--- config.mk ---
export PLATFORM = sky130hd
export DESIGN_NAME = time_string_to_seconds_unit
export DESIGN_NICKNAME = d
export VERILOG_FILES = /design/src/sv/tss_pkg.sv /design/src/sv/time_string_to_seconds_unit.sv
export VERILOG_INCLUDE_DIRS = /design/src /design/src/sv
export SDC_FILE = /design/constraint.sdc
export NUM_CORES = 1
export LEC_CHECK = 0
export BUFFER_PORTS_ARGS = -buffer_cell sky130_fd_sc_hd__buf_2
export CORE_MARGIN = 2
export CORE_UTILIZATION = 40
export DETAILED_ROUTE_END_ITERATION = 16
export GPL_ROUTABILITY_DRIVEN = 1
export MAX_ROUTING_LAYER = met4
export SYNTH_ARGS = -nofsm -noshare
export SYNTH_HDL_FRONTEND = slang
export SYNTH_SLANG_ARGS = --single-unit
export TNS_END_PERCENT = 5
--- constraint.sdc ---
create_clock -name clk -period 9.95 [get_ports clk]
set_input_delay 0.4975 -clock clk [delete_from_list [all_inputs] [get_ports clk]]
set_output_delay 0.4975 -clock clk [all_outputs]
set_load 0.1 [all_outputs]
--- src/sv/time_string_to_seconds_unit_macros.svh ---
// Assertion macros for the time string parser.
// Used at the end of time_string_to_seconds_unit; expects clk and arst_n in scope.
`ifndef TIME_STRING_TO_SECONDS_UNIT_MACROS_SVH
`define TIME_STRING_TO_SECONDS_UNIT_MACROS_SVH

// Same-cycle implication, disabled in reset
`define TSS_ASSERT_NOW(lbl, ante, cons) \
	lbl: assert property (@(posedge clk) disable iff (!arst_n) (ante) |-> (cons)) \
		else $error("tss: same-cycle check failed");

// Next-cycle implication, disabled in reset
`define TSS_ASSERT_NEXT(lbl, ante, cons) \
	lbl: assert property (@(posedge clk) disable iff (!arst_n) (ante) |=> (cons)) \
		else $error("tss: next-cycle check failed");

`endif

--- src/sv/tss_pkg.sv ---
// Package for the time string parser: widths, character codes, status codes,
// fraction digit weights and the field fold. No dependencies.
package tss_pkg;

	localparam int CH_W      = 8;
	localparam int MICROS_W  = 52;
	localparam int STATUS_W  = 2;
	localparam int WHOLE_W   = 20;
	localparam int FRAC_W    = 20;
	localparam int OUT_TDATA_W = ((MICROS_W + STATUS_W + 7) / 8) * 8;

	localparam int DEF_MAX_FIELDS  = 3;
	localparam int DEF_FRAC_DIGITS = 6;

	localparam logic [WHOLE_W-1:0] WHOLE_MAX = WHOLE_W'(999999);

	typedef logic [CH_W-1:0]     ch_t;
	typedef logic [STATUS_W-1:0] status_t;

	localparam status_t ST_OK     = 2'd0;
	localparam status_t ST_BAD    = 2'd1;
	localparam status_t ST_FIELDS = 2'd2;

	localparam ch_t CH_NUL   = 8'h00;
	localparam ch_t CH_TAB   = 8'h09;
	localparam ch_t CH_CR    = 8'h0D;
	localparam ch_t CH_SPACE = 8'h20;
	localparam ch_t CH_POINT = 8'h2E;
	localparam ch_t CH_ZERO  = 8'h30;
	localparam ch_t CH_NINE  = 8'h39;
	localparam ch_t CH_COLON = 8'h3A;

	// weight in us of fraction digit k, k = 0 first after the point
	function automatic logic [16:0] frac_weight(input logic [2:0] k);
		logic [16:0] w;
		case (k)
			3'd0:    w = 17'd100000;
			3'd1:    w = 17'd10000;
			3'd2:    w = 17'd1000;
			3'd3:    w = 17'd100;
			3'd4:    w = 17'd10;
			3'd5:    w = 17'd1;
			default: w = 17'd0;
		endcase
		return w;
	endfunction

	// total*60 + whole*1e6 + frac, modulo 2^52
	function automatic logic [MICROS_W-1:0] tss_fold(
		input logic [MICROS_W-1:0] run,
		input logic [WHOLE_W-1:0]  whole,
		input logic [FRAC_W-1:0]   frac
	);
		logic [MICROS_W-1:0] run_x60;
		logic [MICROS_W-1:0] whole_us;
		run_x60  = {run[MICROS_W-7:0], 6'b0} - {run[MICROS_W-3:0], 2'b0};
		whole_us = MICROS_W'(whole) * MICROS_W'(1000000);
		return run_x60 + whole_us + MICROS_W'(frac);
	endfunction

endpackage

--- src/sv/time_string_to_seconds_unit.sv ---
// Time string parser top level: characters in, durations in microseconds out.
// Depends on tss_pkg and time_string_to_seconds_unit_macros.svh.
`include "time_string_to_seconds_unit_macros.svh"

// Parses hh:mm:ss.s strings arriving one character per item and gives one
// result per string, when a NUL, space or tab ends it: the duration in
// microseconds and a status (0 valid, 1 bad character or second point,
// 2 too many fields; value 0 unless valid). Leading whitespace is skipped.
// Throughput is one character per clock while the result side keeps up;
// a result left waiting holds the input register, which then stalls the input.
// A character accepted into the input register is decoded out of it, and the result
// of the character that ends a string is registered in the result register and
// offered from it. The fold of a field (total*60 + field) is done in the same
// single pass as the character decode.
module time_string_to_seconds_unit #(
	parameter int MAX_FIELDS  = tss_pkg::DEF_MAX_FIELDS,
	parameter int FRAC_DIGITS = tss_pkg::DEF_FRAC_DIGITS
) (
	input  logic                            clk,
	input  logic                            arst_n,
	input  logic                            s_axis_tvalid,
	output logic                            s_axis_tready,
	input  logic [tss_pkg::CH_W-1:0]        s_axis_tdata,  // [7:0] ch
	output logic                            m_axis_tvalid,
	input  logic                            m_axis_tready,
	output logic [tss_pkg::OUT_TDATA_W-1:0] m_axis_tdata   // [51:0] micros, [53:52] status
);
	import tss_pkg::*;

	localparam int FC_W = $clog2(FRAC_DIGITS + 1);

	// input stage
	logic valid_s1;
	ch_t  ch_s1;

	// parser state
	logic                in_tok_q;
	logic [WHOLE_W-1:0]  whole_q;
	logic [FRAC_W-1:0]   frac_q;
	logic [FC_W-1:0]     frac_cnt_q;
	logic                after_pt_q;
	logic                pt_seen_q;
	logic [1:0]          sep_q;
	logic [MICROS_W-1:0] run_q;
	logic                bad_q;

	// result register
	logic                out_valid_q;
	logic [MICROS_W-1:0] micros_q;
	status_t             status_q;

	logic                advance, skip, is_term, is_digit, fields_over;
	logic [3:0]          digit;
	logic [MICROS_W-1:0] fold_val;
	logic [23:0]         whole_x10;
	logic [FRAC_W-1:0]   frac_add;

	always_comb begin
		advance     = valid_s1 && (!out_valid_q || m_axis_tready);
		skip        = !in_tok_q && (ch_s1 inside {CH_SPACE, [CH_TAB:CH_CR]});
		is_term     = ch_s1 inside {CH_NUL, CH_SPACE, CH_TAB};
		is_digit    = ch_s1 inside {[CH_ZERO:CH_NINE]};
		digit       = ch_s1[3:0];
		fields_over = sep_q >= 2'(MAX_FIELDS);
		fold_val    = tss_fold(run_q, whole_q, frac_q);
		whole_x10   = 24'({whole_q, 3'b0}) + 24'({whole_q, 1'b0}) + 24'(digit);
		frac_add    = FRAC_W'(digit) * FRAC_W'(frac_weight(3'(frac_cnt_q)));
	end

	assign s_axis_tready = !valid_s1 || advance;

	always_ff @(posedge clk or negedge arst_n) begin
		if (!arst_n) begin
			valid_s1 <= 1'b0;
		end else if (s_axis_tready) begin
			valid_s1 <= s_axis_tvalid;
		end
	end

	always_ff @(posedge clk) begin
		if (s_axis_tready && s_axis_tvalid) begin
			ch_s1 <= s_axis_tdata;
		end
	end

	always_ff @(posedge clk or negedge arst_n) begin
		if (!arst_n) begin
			in_tok_q   <= 1'b0;
			whole_q    <= '0;
			frac_q     <= '0;
			frac_cnt_q <= '0;
			after_pt_q <= 1'b0;
			pt_seen_q  <= 1'b0;
			sep_q      <= '0;
			run_q      <= '0;
			bad_q      <= 1'b0;
		end else if (advance && !skip) begin
			in_tok_q <= 1'b1;
			if (is_term) begin
				in_tok_q   <= 1'b0;
				whole_q    <= '0;
				frac_q     <= '0;
				frac_cnt_q <= '0;
				after_pt_q <= 1'b0;
				pt_seen_q  <= 1'b0;
				sep_q      <= '0;
				run_q      <= '0;
				bad_q      <= 1'b0;
			end else if (ch_s1 == CH_COLON) begin
				if (!bad_q && !fields_over) begin
					run_q <= fold_val;
				end
				if (sep_q != 2'd3) begin
					sep_q <= sep_q + 2'd1;
				end
				whole_q    <= '0;
				frac_q     <= '0;
				frac_cnt_q <= '0;
				after_pt_q <= 1'b0;
			end else if (ch_s1 == CH_POINT) begin
				if (pt_seen_q) begin
					bad_q <= 1'b1;
				end
				pt_seen_q  <= 1'b1;
				after_pt_q <= 1'b1;
			end else if (is_digit) begin
				if (after_pt_q) begin
					if (frac_cnt_q < FC_W'(FRAC_DIGITS)) begin
						frac_q     <= frac_q + frac_add;
						frac_cnt_q <= frac_cnt_q + FC_W'(1);
					end
				end else begin
					whole_q <= (whole_x10 > 24'(WHOLE_MAX)) ? WHOLE_MAX : whole_x10[WHOLE_W-1:0];
				end
			end else begin
				bad_q <= 1'b1;
			end
		end
	end

	always_ff @(posedge clk or negedge arst_n) begin
		if (!arst_n) begin
			out_valid_q <= 1'b0;
		end else if (advance && !skip && is_term) begin
			out_valid_q <= 1'b1;
		end else if (m_axis_tready) begin
			out_valid_q <= 1'b0;
		end
	end

	always_ff @(posedge clk) begin
		if (advance && !skip && is_term) begin
			if (bad_q) begin
				micros_q <= '0;
				status_q <= ST_BAD;
			end else if (fields_over) begin
				micros_q <= '0;
				status_q <= ST_FIELDS;
			end else begin
				micros_q <= fold_val;
				status_q <= ST_OK;
			end
		end
	end

	assign m_axis_tvalid = out_valid_q;
	assign m_axis_tdata  = {{(OUT_TDATA_W - MICROS_W - STATUS_W){1'b0}}, status_q, micros_q};

	`TSS_ASSERT_NOW(a_err_zero, out_valid_q && status_q != ST_OK, micros_q == '0)
	`TSS_ASSERT_NOW(a_status_code, out_valid_q, status_q <= ST_FIELDS)
	`TSS_ASSERT_NEXT(a_term_clears, advance && !skip && is_term, !in_tok_q && !bad_q && sep_q == 2'd0)
	`TSS_ASSERT_NOW(a_bad_in_token, bad_q || pt_seen_q, in_tok_q)

endmodule

## Word level (Yosys, flattened, before mapping)

Index checks and enable logic that the tools add are counted.

- Bits in latches: 0
- Word-level logic and storage cells: 122
- Output and inout port bits: 58
- Memory bits (read-only): 0
- Memories: 0
- Register bits after elaboration: 163
- Bits of input ports: 12
- Memory bits (writable): 0

- $lt $le $gt $ge: 7
- Shift-type cells: 0
- Equal/unequal tests: 15
- Multipliers: 2
- Div/mod/pow operators: 0
- Reductions and logical operators: 37
- Muxes and demuxes: 39
- Add/subtract/negate cells: 8
- Bitwise operators: 0

Operators with widths:

| cell | number |
|---|---|
| 20-bit 2-to-1 mux | 12 |
| 50-bit 2-to-1 mux | 3 |
| 17-bit case mux with 6 select lines | 1 |
| 52-bit by 20-bit adder with 52-bit output | 1 |
| 52-bit by 40-bit adder with 52-bit output | 1 |
| 52-bit subtractor | 1 |
| 20-bit by 14-bit multiplier with 34-bit output (second input constant) | 1 |
| 23-bit by 21-bit adder with 24-bit output | 1 |
| 24-bit by 4-bit adder with 24-bit output | 1 |
| 8-bit by 6-bit == test with 1-bit output (second input constant) | 3 |
| 24-bit by 20-bit greater-than comparator with 1-bit output (second input constant) | 1 |
| 20-bit adder | 1 |
| 4-bit by 17-bit multiplier with 20-bit output | 1 |
| 3-bit 2-to-1 mux | 6 |
| 3-bit nonzero test | 5 |
| 1-bit 2-to-1 mux | 13 |
| 2-bit nonzero test | 6 |
| 3-bit AND reduction | 3 |
| 8-bit by 4-bit == test with 1-bit output (second input constant) | 1 |
| 8-bit by 4-bit greater-or-equal comparator with 1-bit output (second input constant) | 1 |
| 8-bit by 6-bit greater-or-equal comparator with 1-bit output (second input constant) | 1 |
| 8-bit by 4-bit <= comparator with 1-bit output (second input constant) | 1 |
| 8-bit by 6-bit <= comparator with 1-bit output (second input constant) | 1 |
| 1-bit logical AND | 8 |
| other kinds (20) | 34 |

## Depth between registers and ports, before layout

- Word-level depth: 10
- Depth in mapped cells: 34
- Depth with buffers taken out: 32

## Worst setup path before layout

No wires, ideal clock.

- Kind: register -> register
- Start point: reg whole_q[2]
- End point: reg micros_q[46] (data pin)
- Path slack: 1779 ps
- Stages on the path, launching flop included: 34
- Clock period less this slack: 8171 ps
- Library setup time: 266 ps
- Data required time: 9684 ps
- Path buffers: 1
- Data arrival time: 7905 ps
- Path through: dfrtp_1 -> inv_1 -> fa_1 -> fa_1 -> inv_1 -> fa_1 -> fa_1 -> ha_1 -> inv_1 -> fa_1 -> inv_1 -> ha_1 -> a21o_1 -> a21o_1 -> a21oi_1 -> o21ai_0 -> o211ai_1 -> nand2_1 -> and4_1 -> o21a_1 -> o211ai_1 -> fa_1 -> ha_1 -> ha_1 -> clkbuf_1 -> nand3_1 -> nor3b_1 -> a221oi_1 -> a21bo_2 -> o211ai_1 -> nor4_1 -> o21ba_1 -> xor2_1 -> nor2_1

- Cells in the longest elaborated chain, start to end: 3

RTL lines:

| what | RTL line | source |
|---|---|---|
| start: declaration | time_string_to_seconds_unit.sv:38 | `logic [WHOLE_W-1:0] whole_q;` |
| start signal: assignment | time_string_to_seconds_unit.sv:133 | `whole_q <= (whole_x10 > 24'(WHOLE_MAX)) ? WHOLE_MAX : whole_x10[WHOLE_W-1:0];` |
| 20-bit by 14-bit multiplier with 34-bit output | tss_pkg.sv:57 | `whole_us = MICROS_W'(whole) * MICROS_W'(1000000);` |
| 52-bit by 40-bit adder with 52-bit output | tss_pkg.sv:58 | `return run_x60 + whole_us + MICROS_W'(frac);` |
| 52-bit by 20-bit adder with 52-bit output | tss_pkg.sv:58 |  |
| end signal: assignment | time_string_to_seconds_unit.sv:160 | `micros_q <= fold_val;` |
| end: declaration | time_string_to_seconds_unit.sv:49 | `logic [MICROS_W-1:0] micros_q;` |

Every way passes these cells.
A chain may end at the register's enable or synchronous reset.

## Final worst setup path

- Start point: reg whole_q[1]
- End point: reg micros_q[40] (data pin)

Same word-level chain as after synthesis.

==> flow_summary_export.csv <==
group,metric,value,unit
clocking,htree_levels,4,
synth,avgSynthCellArea,9.22,um2
synth,seq_area_frac_synth,0.231,
setup_path,crit_start,"whole_q[1]$_DFFE_PN0P_",
floorplan,start_util,0.407,
clocking,cts_setup_buffers,0,
grt,antenna_found_initial,1,
floorplan,chipHeight,222,um
route,drt-met1-wl,22300,um
floorplan,ios,70,
floorplan,dieArea,49300,um2
setup_path,end_kind,"flip-flop",
synth,synthAdderAreaFrac,0.353,
grt,grtUsageTotal,0.204,
synth,ys_seq_elements,163,
timing,setup_viol,0,
clocking,hold_buffers,0,
placement,gp_congestion,0.908,
synth,synth_edf_count,62,
route,dr_wl_met3,1600,um
timing,fmax,109,MHz
clocking,cts_resized,0,
job,maxCapViolations,0,
setup_path,r2r-start,"whole_q[1]$_DFFE_PN0P_",
finish,drive_gt1_frac,0.0633,
synth,async_flop_share,0.620,
synth,synth.most_common_cell,"inv_1",
route,top_layer,"met4",
synth,synth_cells,2062,
route,drc,0,
synth,synth_simple_gate_area_frac,0.127,
setup_path,slowest_stage,"dfrtp_1",
setup_path,crit_top_cell,"fa_1",
setup_path,cp.required,10.13,ns
timing,slew_violations,0,
setup_path,rr_endpoint,"micros_q[40]$_SDFFCE_PP0P_",
synth,synthTopCellsByArea,"ha_1 18%, fa_1 17%, dfrtp_1 13%",
finish,fin_area,20500,um2
placement,dpl.hpwl,39000,um
timing,worstMarginPinSlew,1.12,ns
timing,finClkSkew,0.0116,ns
finish,final_core_util,0.438,
route,drt_first_pass_iters,5,
clocking,cts_buffer_depth,2,
floorplan,core,46800,um2
synth,muxShareOfSynthArea,0.00388,
min_path,hold_path.class,"in -> async",
setup_path,cp-start-kind,"flip-flop",
grt,grt_max_degree,53,
finish,final-seq-area,4390,um2
grt,overflow,0,
synth,synth_common_cells,"304 x inv_1, 279 x ha_1, 173 x nand2_1",
timing,finalCritPeriodShare,0.921,
clocking,cts.sinks,163,
route,wire_per_inst,17.7,um
placement,io_buffer_count,67,
clocking,cts_tree,"done",
clocking,clk_latency,0.46,ns
synth,synth_top_family_by_area,"adder cells",
synth,ys.flop_type,"dfrtp_1",
synth,yosysTopAreaCell,"ha_1",
clocking,clock-root-buffer,"clkbuf_16",
timing,fin_crit,9.17,ns
route,via_per_inst,5.42,
synth,syn_area,19000,um2
outcome,status,"complete, no violations",
synth,synth_cell_types,80,
route,ant_nets,0,
setup_path,slowest_delay,0.60,ns
placement,dpl_cell_area,19900,um2
floorplan,fp.dieW,222,um
clocking,path_clk_slew,0.07,ns
synth,synth-compound-area-share,0.165,
route,met2WireLength,22900,um
setup_path,setup.worst_path.class,"reg -> reg",
setup_path,reg2reg_slack,0.78,ns
route,vias,14700,
setup_path,cp_max_fo,9,
setup_path,ff2ff_path_depth,31,
floorplan,rows,79,
route,dr.first_iter.drc_count,699,
grt,first_global_vias,14700,
grt,grt_pass1_wl,77700,um
timing,rsz0062_at_grt,"no",
synth,yosysWarnings,0,
placement,place_inst,2676,
timing,final-hold-violation-count,0,
finish,fill_cells,4544,
finish,fin_cells,2709,
synth,synth_top_area_share,0.184,
setup_path,worstSetupEndpoint,"micros_q[40]$_SDFFCE_PP0P_",
finish,final_nets,2540,
finish,multiInputGateArea,13200,um2
synth,synth_xor_area_frac,0.0456,
route,routed_wl,47900,um
finish,syn_to_final_growth,7.72,%
timing,finalSetupTns,0,ns
setup_path,arrival,9.34,ns
timing,relSlewSlack,0.254,
clocking,cts_inserted_buffers,17,
## registers in the layout, indices dropped and copies added, names as in the netlist, 2 cells and up
| register | count |
|---|---|
| micros_q | 52 |
| run_q | 50 |
| frac_q | 20 |
| whole_q | 20 |
| ch_s1 | 8 |
| frac_cnt_q | 3 |
| sep_q | 2 |
| status_q | 2 |
## layout make-up
class                   instances  share of cell area
diodes                          1            0.000122
well taps                     607              0.0371
flip-flops and latches        163               0.214
multi-input cells            1528               0.645
clock inverters                12             0.00636
repair buffers                 74              0.0191
inverters                     304              0.0557
clock buffers                  20              0.0218
## placed cells by master (no fill, tap or decap), types with 37 or more instances in the layout
cell and n:
a21o_1 44, a21oi_1 110, buf_2 66, dfrtp_1 101, edfxtp_1 62, fa_1 161
ha_1 279, inv_1 304, nand2_1 173, nor2_1 121, nor3_1 37, o21ai_0 84
xnor2_1 48, xor2_1 51
## kinds of logic after synthesis
kind of cell               count (synthesis)
buffers and inverters                    372
other                                      1
muxes                                      7
and+or+nand+nor                          511
DFF                                      163
AOI/OAI and AO/OA                        469
adders and majority gates                440
xor gates and xnor gates                  99
## routing by layer
layer  GRT usage  vias to the layer above
met5           -                        -
met4      0.0606                        0
met3      0.0306                       48
met2       0.330                      263
met1       0.266                     7199
li1            -                     7160
## critical path: cells and delay by family, from the launching register on
| family | cells | cell delay, ns |
|---|---|---|
| AO/OA/AOI/OAI | 8 | 2.19 |
| XOR/XNOR | 1 | 0.23 |
| adder cells (fa/ha/maj) | 10 | 4.41 |
| buffers and inverters | 4 | 0.27 |
| flip-flops | 1 | 0.60 |
| AND/OR/NAND/NOR | 8 | 1.16 |
## worst min path at each step
stage,depth (start not counted),from,end,slack (ns)
finish,1,arst_n,valid_s1$_DFFE_PN0N_,0.09
global route,1,arst_n,valid_s1$_DFFE_PN0N_,0.16
CTS,1,arst_n,m_axis_tvalid$_DFFE_PN0P_,0.12
detailed placement,2,frac_q[12]$_DFFE_PN0P_,frac_q[12]$_DFFE_PN0P_,0.47
global placement,2,frac_q[16]$_DFFE_PN0P_,frac_q[16]$_DFFE_PN0P_,0.46
floorplan,0,arst_n,after_pt_q$_DFFE_PN0P_,0.20
## through the flow
stage	hold WS [ns]	setup slack, ns
after global routing	0.157	0.231
after global placement	0.462	0.870
after detailed placement	0.466	0.802
after CTS	0.122	0.770
after floorplan	0.202	1.78
final	0.0946	0.783
Power is not shown: default switching activity piles up to over one toggle a cycle in this logic, so the estimate is an artifact.
